[src/rtl/core/two_peak_range_detector_core_defines.svh]
// assertion macros for the two-peak range detector core
// used by modules that declare clk and rst_n; no other dependencies
`ifndef TWO_PEAK_RANGE_DETECTOR_CORE_DEFINES_SVH
`define TWO_PEAK_RANGE_DETECTOR_CORE_DEFINES_SVH

// antecedent implies consequent in the same cycle
`define TPRD_ASSERT_NOW(lbl, ante, cons, msg) \
  lbl: assert property (@(posedge clk) disable iff (!rst_n) (ante) |-> (cons)) \
    else $error(msg);

// antecedent implies consequent in the next cycle
`define TPRD_ASSERT_NEXT(lbl, ante, cons, msg) \
  lbl: assert property (@(posedge clk) disable iff (!rst_n) (ante) |=> (cons)) \
    else $error(msg);

`endif

[src/rtl/core/tprd_pkg.sv]
// shared types and constants of the two-peak range detector core
// no dependencies
package tprd_pkg;

  localparam int unsigned SAMPLE_W   = 16;
  localparam int unsigned SCALE_W    = 16;
  localparam int unsigned COUNT_W    = 2;
  localparam int unsigned DIST_W     = 28;
  localparam int unsigned CFG_DATA_W = 32;
  localparam int unsigned CFG_ADDR_W = 3;
  localparam int unsigned CFG_SEL_B  = 2;   // paddr bit that picks the register
  localparam int unsigned IN_DATA_W  = 16;
  localparam int unsigned OUT_DATA_W = 32;

  localparam logic [COUNT_W-1:0] PEAKS_NONE = 2'd0;
  localparam logic [COUNT_W-1:0] PEAKS_ONE  = 2'd1;
  localparam logic [COUNT_W-1:0] PEAKS_TWO  = 2'd2;

  typedef enum logic {
    REG_PEAK_THRESHOLD = 1'b0,
    REG_DISTANCE_SCALE = 1'b1
  } reg_idx_t;

  // one sample beat held in the input register
  typedef struct packed {
    logic signed [SAMPLE_W-1:0] sample;
    logic                       last;
  } beat_t;

  // status of the pending record result
  typedef struct packed {
    logic               valid;
    logic [COUNT_W-1:0] count;
  } res_stat_t;

endpackage

[src/rtl/core/tprd_peak_track.sv]
// record state and peak decision for the two-peak range detector
// depends on tprd_pkg
module tprd_peak_track
  import tprd_pkg::*;
#(
  parameter int unsigned MAX_LENGTH = 4096
) (
  input  logic                       clk,
  input  logic                       rst_n,
  input  logic signed [SAMPLE_W-1:0] threshold,
  input  beat_t                      beat,
  input  logic                       beat_go,
  input  logic                       res_take,
  output res_stat_t                  res,
  output logic [$clog2(MAX_LENGTH)-1:0] diff
);

  localparam int unsigned IDX_W = $clog2(MAX_LENGTH);
  localparam logic [IDX_W-1:0] MAX_IDX = IDX_W'(MAX_LENGTH - 1);

  logic signed [SAMPLE_W-1:0] prev_r, older_r;
  logic [IDX_W-1:0]           pos_r, first_r, second_r;
  logic                       have_prev_r;
  logic [COUNT_W-1:0]         cnt_r;

  logic                       res_valid_r;
  logic [COUNT_W-1:0]         res_cnt_r;
  logic [IDX_W-1:0]           res_diff_r;

  logic                       prev_peak, cur_peak;
  logic [IDX_W-1:0]           idx;
  logic [COUNT_W-1:0]         cnt1, cnt2;
  logic [IDX_W-1:0]           first1, second1, first2, second2;
  logic [IDX_W-1:0]           diff_nxt;

  always_comb begin
    // previous sample judged now that its right neighbour is here
    prev_peak = have_prev_r && (prev_r >= threshold) && (prev_r >= beat.sample) &&
                ((pos_r == '0) || (prev_r >= older_r));
    if (!have_prev_r) begin
      idx = '0;
    end else if (pos_r < MAX_IDX) begin
      idx = pos_r + IDX_W'(1);
    end else begin
      idx = MAX_IDX;
    end

    cnt1    = cnt_r;
    first1  = first_r;
    second1 = second_r;
    if (prev_peak) begin
      if (cnt_r == PEAKS_NONE) begin
        first1 = pos_r;
        cnt1   = PEAKS_ONE;
      end else if (cnt_r == PEAKS_ONE) begin
        second1 = pos_r;
        cnt1    = PEAKS_TWO;
      end
    end

    // final sample has no right neighbour
    cur_peak = beat.last && (beat.sample >= threshold) &&
               (!have_prev_r || (beat.sample >= prev_r));
    cnt2    = cnt1;
    first2  = first1;
    second2 = second1;
    if (cur_peak) begin
      if (cnt1 == PEAKS_NONE) begin
        first2 = idx;
        cnt2   = PEAKS_ONE;
      end else if (cnt1 == PEAKS_ONE) begin
        second2 = idx;
        cnt2    = PEAKS_TWO;
      end
    end

    diff_nxt = (second2 >= first2) ? (second2 - first2) : '0;
  end

  always_ff @(posedge clk) begin
    if (!rst_n) begin
      prev_r      <= '0;
      older_r     <= '0;
      pos_r       <= '0;
      have_prev_r <= 1'b0;
      cnt_r       <= PEAKS_NONE;
      first_r     <= '0;
      second_r    <= '0;
    end else if (beat_go) begin
      if (beat.last) begin
        prev_r      <= '0;
        older_r     <= '0;
        pos_r       <= '0;
        have_prev_r <= 1'b0;
        cnt_r       <= PEAKS_NONE;
        first_r     <= '0;
        second_r    <= '0;
      end else begin
        older_r     <= prev_r;
        prev_r      <= beat.sample;
        pos_r       <= idx;
        have_prev_r <= 1'b1;
        cnt_r       <= cnt1;
        first_r     <= first1;
        second_r    <= second1;
      end
    end
  end

  always_ff @(posedge clk) begin
    if (!rst_n) begin
      res_valid_r <= 1'b0;
    end else if (beat_go && beat.last) begin
      res_valid_r <= 1'b1;
    end else if (res_take) begin
      res_valid_r <= 1'b0;
    end
  end

  always_ff @(posedge clk) begin
    if (beat_go && beat.last) begin
      res_cnt_r  <= cnt2;
      res_diff_r <= (cnt2 == PEAKS_TWO) ? diff_nxt : '0;
    end
  end

  assign res.valid = res_valid_r;
  assign res.count = res_cnt_r;
  assign diff      = res_diff_r;

endmodule

[src/rtl/core/two_peak_range_detector_core.sv]
// top level of the two-peak range detector: stream ports, apb registers, distance stage
// depends on tprd_pkg, tprd_peak_track and two_peak_range_detector_core_defines.svh
//
// usage
//   in_*  : one echo record as a run of samples, in_tdata[15:0] signed q1.15,
//           in_tlast on the final sample of the record
//   out_* : one beat per record, out_tdata[1:0] peak count (saturated at two),
//           out_tdata[29:2] peak distance in 1/256 m, zero unless two peaks
//   cfg_* : apb registers, 0x0 peak threshold (signed), 0x4 distance scale
// throughput: one sample per clock, sustained; a sample is taken every cycle
//   the pipeline is free, including while a finished result waits on out_tready
// the result of a record reaches out_tdata through the input register, the
//   peak tracker and the multiply stage, each registered, in that order
// the distance multiply (index difference times scale) sits in the last stage
// reset (rst_n low, synchronous) clears both registers, the record state and
//   all valid flags; a record in flight is dropped
// when out_tready is low the output holds; one more result can wait in the
//   tracker, after which the last sample of a record stalls in_tready
// registers should only be written while no record is in flight
module two_peak_range_detector_core
  import tprd_pkg::*;
#(
  parameter int unsigned MAX_LENGTH = 4096
) (
  input  logic                  clk,
  input  logic                  rst_n,
  // input stream, tdata: sample[15:0]
  input  logic                  in_tvalid,
  output logic                  in_tready,
  input  logic [IN_DATA_W-1:0]  in_tdata,
  input  logic                  in_tlast,
  // result stream, tdata: target_count[1:0], target_distance[29:2], zero[31:30]
  output logic                  out_tvalid,
  input  logic                  out_tready,
  output logic [OUT_DATA_W-1:0] out_tdata,
  // apb configuration port
  input  logic                  cfg_psel,
  input  logic                  cfg_penable,
  input  logic                  cfg_pwrite,
  input  logic [CFG_ADDR_W-1:0] cfg_paddr,
  input  logic [CFG_DATA_W-1:0] cfg_pwdata,
  output logic [CFG_DATA_W-1:0] cfg_prdata,
  output logic                  cfg_pready
);

  `include "two_peak_range_detector_core_defines.svh"

  localparam int unsigned IDX_W  = $clog2(MAX_LENGTH);
  localparam int unsigned PROD_W = IDX_W + SCALE_W;
  // wide enough to see any bit above the distance field
  localparam int unsigned EXT_W  = (PROD_W > DIST_W) ? PROD_W : DIST_W + 1;

  // configuration registers
  logic signed [SAMPLE_W-1:0] thresh_r;
  logic [SCALE_W-1:0]         scale_r;
  reg_idx_t                   cfg_sel;
  logic                       cfg_wr;

  // input register
  logic  in_valid_r;
  beat_t beat_r;
  logic  beat_go;

  // tracker result
  res_stat_t        res;
  logic [IDX_W-1:0] diff;
  logic             res_take;

  // output register
  logic               out_valid_r;
  logic [COUNT_W-1:0] out_cnt_r;
  logic [DIST_W-1:0]  out_dist_r;
  logic               out_free;

  logic [PROD_W-1:0] prod;
  logic [EXT_W-1:0]  prod_ext;
  logic [DIST_W-1:0] dist_nxt;

  // apb: no wait states, register picked by one address bit
  assign cfg_pready = 1'b1;
  assign cfg_sel    = reg_idx_t'(cfg_paddr[CFG_SEL_B]);
  assign cfg_wr     = cfg_psel && cfg_penable && cfg_pwrite && cfg_pready;

  always_ff @(posedge clk) begin
    if (!rst_n) begin
      thresh_r <= '0;
      scale_r  <= '0;
    end else if (cfg_wr) begin
      case (cfg_sel)
        REG_PEAK_THRESHOLD: thresh_r <= cfg_pwdata[SAMPLE_W-1:0];
        REG_DISTANCE_SCALE: scale_r  <= cfg_pwdata[SCALE_W-1:0];
        default: ;
      endcase
    end
  end

  always_comb begin
    case (cfg_sel)
      REG_PEAK_THRESHOLD: cfg_prdata = {{(CFG_DATA_W-SAMPLE_W){1'b0}}, thresh_r};
      REG_DISTANCE_SCALE: cfg_prdata = {{(CFG_DATA_W-SCALE_W){1'b0}}, scale_r};
      default:            cfg_prdata = '0;
    endcase
  end

  // handshake chain: output frees the tracker result slot, which frees a last beat
  assign out_free  = !out_valid_r || out_tready;
  assign res_take  = res.valid && out_free;
  // a non-last beat only updates record state, so it never waits
  assign beat_go   = in_valid_r && (!beat_r.last || !res.valid || res_take);
  assign in_tready = !in_valid_r || beat_go;

  always_ff @(posedge clk) begin
    if (!rst_n) begin
      in_valid_r <= 1'b0;
    end else if (in_tvalid && in_tready) begin
      in_valid_r <= 1'b1;
    end else if (beat_go) begin
      in_valid_r <= 1'b0;
    end
  end

  always_ff @(posedge clk) begin
    if (in_tvalid && in_tready) begin
      beat_r.sample <= in_tdata[SAMPLE_W-1:0];
      beat_r.last   <= in_tlast;
    end
  end

  tprd_peak_track #(
    .MAX_LENGTH(MAX_LENGTH)
  ) u_track (
    .clk      (clk),
    .rst_n    (rst_n),
    .threshold(thresh_r),
    .beat     (beat_r),
    .beat_go  (beat_go),
    .res_take (res_take),
    .res      (res),
    .diff     (diff)
  );

  // distance = index difference * scale, saturated to the field width
  always_comb begin
    prod     = PROD_W'(diff) * PROD_W'(scale_r);
    prod_ext = EXT_W'(prod);
    dist_nxt = (|prod_ext[EXT_W-1:DIST_W]) ? {DIST_W{1'b1}} : prod_ext[DIST_W-1:0];
  end

  always_ff @(posedge clk) begin
    if (!rst_n) begin
      out_valid_r <= 1'b0;
    end else if (res_take) begin
      out_valid_r <= 1'b1;
    end else if (out_tready) begin
      out_valid_r <= 1'b0;
    end
  end

  always_ff @(posedge clk) begin
    if (res_take) begin
      out_cnt_r  <= res.count;
      out_dist_r <= dist_nxt;
    end
  end

  assign out_tvalid = out_valid_r;
  assign out_tdata  = {{(OUT_DATA_W-DIST_W-COUNT_W){1'b0}}, out_dist_r, out_cnt_r};

  // a processed last beat always leaves a pending result behind
  `TPRD_ASSERT_NEXT(a_last_makes_result, beat_go && beat_r.last, res.valid,
                    "last beat processed without a pending result")
  // a distance only ever comes with two peaks
  `TPRD_ASSERT_NOW(a_dist_needs_two, out_valid_r && (out_cnt_r != PEAKS_TWO),
                   out_dist_r == '0, "nonzero distance with fewer than two peaks")
  // input stalls only behind a last beat that has no free result slot
  `TPRD_ASSERT_NOW(a_stall_cause, !in_tready,
                   in_valid_r && beat_r.last && res.valid && !out_free,
                   "input stalled without a full result path")
  // count never exceeds its saturation value
  `TPRD_ASSERT_NOW(a_count_range, res.valid, res.count <= PEAKS_TWO,
                   "peak count beyond two")

endmodule
[config.mk]
export PLATFORM = sky130hd
export DESIGN_NAME = two_peak_range_detector_core
export DESIGN_NICKNAME = d
export VERILOG_FILES = /design/src/rtl/core/tprd_pkg.sv /design/src/rtl/core/tprd_peak_track.sv /design/src/rtl/core/two_peak_range_detector_core.sv
export VERILOG_INCLUDE_DIRS = /design/src /design/src/rtl/core
export SDC_FILE = /design/constraint.sdc
export NUM_CORES = 1
export LEC_CHECK = 0
export ABC_CLOCK_PERIOD_IN_PS = 6860
export BUFFER_PORTS_ARGS = -buffer_cell sky130_fd_sc_hd__buf_2
export CAP_MARGIN = 0
export CORE_MARGIN = 5
export CORE_UTILIZATION = 35
export DETAILED_ROUTE_END_ITERATION = 10
export PLACE_DENSITY_LB_ADDON = 0.15
export SLEW_MARGIN = 40
export SYNTH_ARGS = -nofsm -noshare
export SYNTH_HDL_FRONTEND = slang
export SYNTH_HIERARCHICAL = 1
export SYNTH_SLANG_ARGS = --single-unit
export TNS_END_PERCENT = 5
[constraint.sdc]
create_clock -name clk -period 6.86 [get_ports clk]
set_clock_uncertainty 0.1 [all_clocks]
set_input_delay 2.058 -clock clk [delete_from_list [all_inputs] [get_ports clk]]
set_output_delay 2.058 -clock clk [all_outputs]
set_load 0.02 [all_outputs]
=== Yosys cells after proc, flatten, opt, wreduce, memory -nomap -nowiden ===
Index checks and enable logic that the tools add are counted.

* Register bits after elaboration: 167
* Input bits: 59
* Logic and storage cells: 95

* $add $sub $neg: 2
* Multiply operators: 1
* Magnitude comparators: 7
* Eq/ne operators: 3
* Mux-type cells: 32
* Bitwise logic cells: 1
* Reduce and logical (&&, ||, !) cells: 31

{| class="wikitable"
|+ Operators with widths
! kind !! number
|-
| $mux 12 || 15
|-
| $ge 16x16->1 || 5
|-
| $pmux 32 s2 || 1
|-
| $mux 16 || 2
|-
| $mul 12x16->28 || 1
|-
| $mux 2 || 7
|-
| $add 12x1->12 const B || 1
|-
| $ge 12x12->1 || 1
|-
| $logic_not 12->1 || 1
|-
| $lt 12x12->1 const B || 1
|-
| $sub 12x12->12 || 1
|-
| $logic_and 1x1->1 || 11
|-
| $mux 1 || 7
|-
| $logic_or 1x1->1 || 6
|-
| $reduce_and 2->1 || 3
|-
| $reduce_bool 2->1 || 3
|-
| $logic_not 1->1 || 5
|-
| $eq 2x1->1 const B || 2
|-
| $logic_not 2->1 || 2
|-
| $eq 2x2->1 const B || 1
|-
| $not 1->1 || 1
|}

=== Logic depth before layout (Yosys ltp) ===
Gate-level depths: netlist of run 1.

* Depth in word-level cells: 11
* Gate-level depth with buffers: 27
* Depth with buffers taken out: 23

=== Hierarchy ===
The synthesis of run 1 kept the hierarchy.

{| class="wikitable"
|+ By module, submodules not included
! module !! times used !! cells an instance !! area an instance (µm²) !! sequential area each (µm²)
|-
| two_peak_range_detector_core || 1 || 995 || 9283.9 || 2092.0
|-
| tprd_peak_track || 1 || 869 || 7168.1 || 1861.8
|}

=== Worst setup path before layout of run 1 ===
OpenSTA, ideal clock, no wires.

* Path type: register to register
* From: register thresh_r[5]
* To: register u_track.res_diff_r[10], in the netlist u_track/diff[10] (data pin)
* Setup time: 275 ps
* Data arrival time: 5590 ps
* Data required time: 6485 ps
* Slack: 894 ps
* Stages on the path, launching flop included: 28
* Buffers on the path: 5
* Path through: dfxtp_1 inv_1 ha_1 a211oi_1 o21ai_0 nor4_1 or3_1 o311a_1 buf_2 buf_4 a21oi_1 a21oi_1 ha_1 buf_1 inv_1 o2111a_1 nand2_1 clkbuf_1 a31oi_1 ha_1 nor2b_1 o21ai_0 a21oi_1 or4_1 a211o_1 o31ai_1 buf_2 a311oi_2

* Word-level cells in the longest chain between the ends: 11

{| class="wikitable"
|+ RTL lines
! item !! line !! source
|-
| start, declared || two_peak_range_detector_core.sv:54 || <nowiki>logic signed [SAMPLE_W-1:0] thresh_r;</nowiki>
|-
| start signal, assigned || two_peak_range_detector_core.sv:90 || <nowiki>REG_PEAK_THRESHOLD: thresh_r <= cfg_pwdata[SAMPLE_W-1:0];</nowiki>
|-
| $ge 16x16->1 || tprd_peak_track.sv:38 || <nowiki>prev_peak = have_prev_r && (prev_r >= threshold) && (prev_r >= beat.sample) &&</nowiki>
|-
| $logic_and 1x1->1 (3 in a row) || tprd_peak_track.sv:38 ||
|-
| $mux 2 || tprd_peak_track.sv:51 || <nowiki>if (prev_peak) begin</nowiki>
|-
| $eq 2x1->1 || tprd_peak_track.sv:71 || <nowiki>end else if (cnt1 == PEAKS_ONE) begin</nowiki>
|-
| $mux 12 or $mux 2 (tied branches) || tprd_peak_track.sv:71 ||
|-
| $mux 12 or $mux 2 (tied branches) || tprd_peak_track.sv:68 || <nowiki>if (cnt1 == PEAKS_NONE) begin</nowiki>
|-
| $mux 12 or $mux 2 (tied branches) || tprd_peak_track.sv:67 || <nowiki>if (cur_peak) begin</nowiki>
|-
| $ge 12x12->1 or $eq 2x2->1 (tied branches) || tprd_peak_track.sv:77, tprd_peak_track.sv:123 ||
|-
| $reduce_and 2->1 (no line) || n/a ||
|-
| end signal, assigned || tprd_peak_track.sv:123 || <nowiki>res_diff_r <= (cnt2 == PEAKS_TWO) ? diff_nxt : '0;</nowiki>
|-
| end, declared || tprd_peak_track.sv:28 || <nowiki>logic [IDX_W-1:0] res_diff_r;</nowiki>
|}

Parallel ways exist; a longest one is shown, timed or not.
A chain may end at the register's enable or synchronous reset.

=== Final worst setup path of run 1 ===
* From: register u_track.prev_r[11]
* To: register u_track.res_diff_r[0], in the netlist u_track/diff[0] (data pin)

* Word-level cells in the longest chain between the ends: 11

{| class="wikitable"
|+ RTL lines
! item !! line !! source
|-
| start, declared || tprd_peak_track.sv:21 || <nowiki>logic signed [SAMPLE_W-1:0] prev_r, older_r;</nowiki>
|-
| start signal, assigned || tprd_peak_track.sv:100 || <nowiki>prev_r <= beat.sample;</nowiki>
|-
| $ge 16x16->1 || tprd_peak_track.sv:38 ||
|-
| $logic_and 1x1->1 (3 in a row) || tprd_peak_track.sv:38 ||
|-
| $mux 2 || tprd_peak_track.sv:51 ||
|-
| $eq 2x1->1 || tprd_peak_track.sv:71 ||
|-
| $mux 12 or $mux 2 (tied branches) || tprd_peak_track.sv:71 ||
|-
| $mux 12 or $mux 2 (tied branches) || tprd_peak_track.sv:68 ||
|-
| $mux 12 or $mux 2 (tied branches) || tprd_peak_track.sv:67 ||
|-
| $ge 12x12->1 or $eq 2x2->1 (tied branches) || tprd_peak_track.sv:77, tprd_peak_track.sv:123 ||
|-
| $reduce_and 2->1 (no line) || n/a ||
|}

Parallel ways exist; a longest one is shown, timed or not.

==> reports/qor.csv, run 1 <==
metric,value,unit
outcome,finished clean,
Pleak,7.56,nW
clk_lat worst skew,0.47,ns
sequential power share,40.7,%
die width,227,microns
Port Buf Inserts,88,
via count,13100,
Final Cell Area,0.0180,sq mm
critical path's slowest cell,or4_1,
Pwr Total,0.00269,W
root buffer cell,clkbuf_16,
CTS tree,done,
maximum clock insertion buffer count,2,
layout cell share with drive strength beyond 1,11.0,%
Post-Syn Area,0.0165,sq mm
most frequent cells in the layout,"inv_1 (256), nand2_1 (243), ha_1 (150), fa_1 (141), dfxtp_1 (106)",
initial antenna violation count,0,
"Async S/R FF share, synth",0,%
Worst setup SP type,register,
Synth Register Bits,167,
clock power share,37.6,%
CP Buf/Inv Count,2,
setup TNS,0,ns
number of routed nets with antenna violations,0,
largest net degree at the start of global routing,110,
CTS buffer count,17,
post-synthesis cell type count,83,
Worst path most repeated cell,ha_1,
CP arrival,6.41,ns
first-pass GRT wire length,72.5,mm
largest stage delay on the critical path,0.49,ns
NumNets Final,2238,
synth warn,6,
Slew HR,45.5,%
fin crit share,92.5,%
vias per inst,5.22,
Rows,79,
"CTS clk-pin slew, worst paths",0.08,ns
RSZ-0062 raised after global routing,false,
final hold vios,0,
"commonest non-fill, non-tap cell in the layout",inv_1,
f_max,158,MHz
WL per Instance,17.8,microns
Pins Over Slew Limit,0,
Residual DRC,0,
crit-path leading delay family,compound AO/OA/AOI/OAI gates,
Critical Path End Type,register,
internal power,0.00178,W
MaxCap Viol Count,0,
post-cts resize count,0,
total grt overflow,0,
top_reg_cell synth,dfxtp_1,
crit-path max FO,13,
crit path time final,6.34,ns
Detailed Routing Iterations Pass 1,5,
Synth top area share,17.2,%
critical-path cell list,inv_1 > ha_1 > a21o_1 > a221o_1 > a31oi_1 > o21a_2 > o31a_1 > a21oi_1 > or2_1 > ha_1 > inv_1 > o2111a_1 > nand2_2 > a31oi_2 > ha_1 > nor2b_1 > o21ai_0 > a21oi_1 > or4_1 > a211o_1 > o31ai_4 > a311oi_1,
GP Congestion,0.867,
ANT cells,0,
DRT Wirelength,44.7,mm
"EDFF count, synth",61,
initial DRC count,653,
Die H,227,microns
slew of the pin with the lowest slew margin,0.807,ns
Peak VDD IR,0.000145,V
area delta synth->final,9.56,%
Sink Count,167,
placed instance area,0.0174,sq mm
Final Setup Violations,0,
Comb power frac,21.7,%
gate count of the mapped netlist,1864,
HPWL Detailed,34.4,mm
total die area,0.0514,sq mm
Mean Syn Cell Area,8.83,sq um
Switching Fraction,33.7,%
gr usage total,17.5,%
Post-CTS Setup Inserts,0,
initial core utilization,35.3,%
sequential area share after synthesis,24.0,%
Power Dens Cells,149,mW/mm^2
CTS H-tree lvls,4,
Area contributors post-synth,"fa_1 (17%), dfxtp_1 (13%), ha_1 (11%), edfxtp_1 (11%), inv_1 (5.9%)",
Core Box Area,0.0466,sq mm
Switch Pwr,0.000907,W
Worst EP required,6.93,ns
cell accounting for the most synthesized area,fa_1,
vias in the first global route,13200,
Fin Hold WS,0.325,ns
I/O pin cnt,126,
# fillers,4751,
WS Path Type,register to register,
CTS Hold Bufs,0,
hold crit path type,register to register,
-- registers in the layout, indices dropped and copies added, names as in the netlist --
| name | flops |
|---|---|
| in_valid_r | 1 |
| out_tvalid | 1 |
| u_track/res_valid_r | 1 |
| u_track/cnt_r | 2 |
| scale_r | 16 |
| u_track/second_r | 12 |
| u_track/res_cnt_r | 2 |
| out_dist_r | 28 |
| out_cnt_r | 2 |
| u_track/first_r | 12 |
| u_track/have_prev_r | 1 |
| u_track/older_r | 16 |
| u_track/diff | 12 |
| thresh_r | 16 |
| u_track/prev_r | 16 |
| beat_r | 17 |
| u_track/pos_r | 12 |
-- worst paths after layout --
kind | from | endpoint | slack [ns] | depth (start not counted)
setup / recovery | u_track/prev_r[11] | u_track/diff[0] | 0.52 | 22
hold / removal | u_track/res_cnt_r[0] | out_cnt_r[0] | 0.33 | 0
setup reg to reg | u_track/prev_r[11] | u_track/diff[0] | 0.52 | 22
hold reg to reg | u_track/res_cnt_r[0] | out_cnt_r[0] | 0.33 | 0
-- logic make-up after synthesis --
logic type                 after synthesis  share of synthesized area (%)
other                                    2                         0.0456
buffers and inverters                  384                           9.38
and+or+nand+nor                        599                           18.2
AOI/OAI and AO/OA                      368                           16.7
adders and majority gates              291                           28.6
xor gates and xnor gates                36                           1.92
DFF                                    167                           24.0
muxes                                   17                           1.16
-- worst register-to-register path, cell delays in order (launching register included) --
cell      delay [ns]
dfxtp_1         0.42
inv_1           0.08
ha_1            0.30
a21o_1          0.19
a221o_1         0.34
a31oi_1         0.29
o21a_2          0.28
o31a_1          0.29
a21oi_1         0.14
or2_1           0.27
ha_1            0.36
inv_1           0.13
o2111a_1        0.37
nand2_2         0.26
a31oi_2         0.26
ha_1            0.31
nor2b_1         0.15
o21ai_0         0.20
a21oi_1         0.14
or4_1           0.49
a211o_1         0.34
o31ai_4         0.20
a311oi_1        0.12
-- area by class of cell --
type	count	area [sq um]	share of cell area, %
clock buffer	19	443	2.46
clock inverter	13	141	0.784
inverter	258	968	5.37
multi-input combinational	1330	11100	61.4
sequential	167	3950	21.9
tap	607	759	4.21
timing repair buffer	114	687	3.81
-- per-layer routing --
metal / up-vias / wire (microns) / global-route usage, % / share of wire, %
met5: - / 0 / 0 / 0
met3: 43 / 1430 / 2.41 / 3.2
met2: 224 / 21600 / 29.5 / 48
li1: 6387 / - / - / -
met1: 6434 / 21000 / 24.0 / 47
met4: 0 / 713 / 4.21 / 1.6
-- per-stage QoR --
stage / setup slack, ns / util, % / cells
2_1_floorplan: 0.894 / - / 1881
3_3_place_gp: 0.304 / 37.2 / 2473
3_5_place_dp: 0.334 / 37.4 / 2476
4_1_cts: 0.298 / 38.7 / 2508
5_1_grt: 0.0292 / 38.7 / 2508
6_report: 0.516 / 38.7 / 2508
-- synthesized netlist by cell type (13+ instances only) --
cell type,count
a21boi_0,40
a21oi_1,48
a2bb2oi_1,16
a31oi_1,19
and2_1,96
buf_2,13
buf_4,21
clkbuf_1,84
dfxtp_1,106
edfxtp_1,61
fa_1,141
ha_1,150
inv_1,257
mux2_2,16
nand2_1,244
nand3_1,51
nand3b_1,27
nand4_1,35
nor2_1,55
nor2b_1,13
nor3_1,26
o2111ai_1,26
o211ai_1,38
o21a_1,16
o21ai_0,42
o22ai_1,24
xnor2_1,23
xor2_1,13
-- power groups by stage --
| stage | Combinational, W | Sequential [W] | Clock, W |
|---|---|---|---|
| 3_3_place_gp | 0.000568 | 0.00112 | 0 |
| 6_report | 0.000584 | 0.00109 | 0.00101 |
| 2_1_floorplan | 0.000434 | 0.00110 | 0 |
| 3_5_place_dp | 0.000582 | 0.00112 | 0 |
| 5_1_grt | 0.000650 | 0.00110 | 0.00109 |
| 4_1_cts | 0.000585 | 0.00109 | 0.00104 |
Power figures use the tool's default switching activity.
==> run 2: changes to the inputs <==
Settings changed: ABC_CLOCK_PERIOD_IN_PS 6860 to 5120, CORE_UTILIZATION 35 to 55.
Clock period 6.86 ns to 5.12 ns, I/O delays scaled along.
==> run 2 against run 1 <==
The flow now finishes with violations (negative setup slack). Largest power group unchanged. Die area down 35%. Wire length decreased by 0.76%. Sequential power increased by 33%. Utilization rose by 30 points. Count of clock-buffer cells in the layout is the same. Setup slack got worse by 0.77 ns. Register-to-register slack got worse by 0.77 ns. Combinational power rose by 76%. First-iteration DRC count grew 37%. Largest cell class unchanged. Critical endpoint is now u_track/diff[1].
==> reports/qor.csv, run 2 (synthesis gave the netlist of run 1 again) <==
metric,value,unit
Pins Over Slew Limit,0,
WS Path Type,register to register,
NumNets Final,2490,
most frequent cells in the layout,"buf_4 (268), inv_1 (250), nand2_1 (242), fa_1 (139), ha_1 (130)",
Inst Count DP,2489,
biggest regs,"out_dist_r (28), beat_r (17)",
fin util,68.9,%
RSZ-0062 raised after global routing,true,
gr usage total,26.2,%
ANT cells,0,
Residual DRC,0,
first-pass GRT wire length,72.7,mm
largest reg by FF count,out_dist_r,
area delta synth->final,23.7,%
via count,14400,
crit path time final,5.38,ns
Critical Path End Type,register,
area taken by flip-flops and latches,0.00398,sq mm
initial DRC count,893,
Worst EP required,5.18,ns
CTS H-tree lvls,4,
clk_lat worst skew,0.45,ns
number of routed nets with antenna violations,0,
"commonest non-fill, non-tap cell in the layout",buf_4,
GP Congestion,0.887,
Port Buf Inserts,88,
initial antenna violation count,0,
die width,183,microns
Detailed Routing Iterations Pass 1,6,
CTS tree,done,
Power Dens Cells,186,mW/mm^2
Post-Layout Cell Count,2543,
layout cell share with drive strength beyond 1,26.4,%
slew of the pin with the lowest slew margin,0.818,ns
vias in the first global route,14700,
Rows,63,
initial core utilization,55.7,%
crit-path max FO,6,
total grt overflow,0,
largest net degree at the start of global routing,110,
Slew HR,45.2,%
outcome,finished with violations,
root buffer cell,clkbuf_16,
fin crit share,105,%
Final Setup Violations,20,
max FFs per register,28,
DRT Wirelength,44.3,mm
Die H,183,microns
total die area,0.0335,sq mm
hold crit path type,register to register,
final hold vios,0,
Sink Count,167,
maximum clock insertion buffer count,2,
Core Box Area,0.0296,sq mm
Worst path most repeated cell,buf_4,
Setup WS post-layout,-0.257,ns
# fillers,2329,
CP arrival,5.43,ns
critical path's slowest cell,or4_1,
Pleak,8.91,nW
Peak VDD IR,0.000209,V
CTS buffer count,17,
MaxCap Viol Count,0,
I/O pin cnt,126,
setup TNS,-3.16,ns
WL per Instance,17.4,microns
Fin Hold WS,0.323,ns
CTS Hold Bufs,0,
failing checks,negative setup slack,
HPWL Detailed,34.4,mm
multi-input logic area,0.0117,sq mm
vias per inst,5.65,
"CTS clk-pin slew, worst paths",0.08,ns
f_max,186,MHz
largest stage delay on the critical path,0.41,ns
Post-Place Setup Slack,-0.497,ns
Worst setup SP type,register,
-- run 2: report_power, final --
part	internal (W)	leakage, nW	total [W]	switching (W)
clock network	0.000673	0.273	0.00131	0.000637
registers	0.00142	1.44	0.00145	0.0000304
logic	0.000436	7.19	0.00103	0.000595
-- run 2: worst paths after layout --
| path | start | endpoint | slack [ns] | cells past startpoint |
|---|---|---|---|---|
| worst max-delay path | u_track/prev_r[13] | u_track/diff[1] | -0.26 | 26 |
| worst min-delay path | u_track/res_cnt_r[1] | out_cnt_r[1] | 0.32 | 0 |
| worst max register to register | u_track/prev_r[13] | u_track/diff[1] | -0.26 | 26 |
| worst min register to register | u_track/res_cnt_r[1] | out_cnt_r[1] | 0.32 | 0 |
-- run 2: final cells by class --
cell class / count / area share [%]
multi-input cells: 1330 / 57.7
well taps: 390 / 2.40
clock inverters: 13 / 0.621
clock buffers: 19 / 2.23
flip-flops and latches: 167 / 19.6
repair buffers: 366 / 12.7
inverters: 258 / 4.78
-- run 2: layer usage --
layer	share of wire, %	global-route usage, %	vias up
li1	-	-	6893
met1	43	34.4	7040
met2	51	46.1	374
met3	4.4	3.31	55
met4	2.1	6.97	0
met5	0	0	-
-- run 2: critical path, delay by kind of cell (launching register included) --
kind,cells,cell delay [ns]
AND/OR/NAND/NOR,6,1.13
flip-flops,1,0.35
buffers and inverters,7,1.03
AO/OA/AOI/OAI,9,1.58
adder cells (fa/ha/maj),4,0.88
-- run 2: metrics by stage --
| stage | instance area (sq um) | power (W) |
|---|---|---|
| finish | 20400 | 0.00379 |
| global route | 20400 | 0.00396 |
| CTS | 20200 | 0.00377 |
| detailed placement | 18900 | 0.00240 |
| global placement | 18900 | 0.00237 |
| floorplan | 16600 | 0.00208 |
-- run 2: what timing repair did --
action	CTS	global route
pin swaps	58	33
endpoints found under the setup margin	25	28
gates resized for setup	98	44
setup buffers	20	2
hold endpoints to repair	0	0
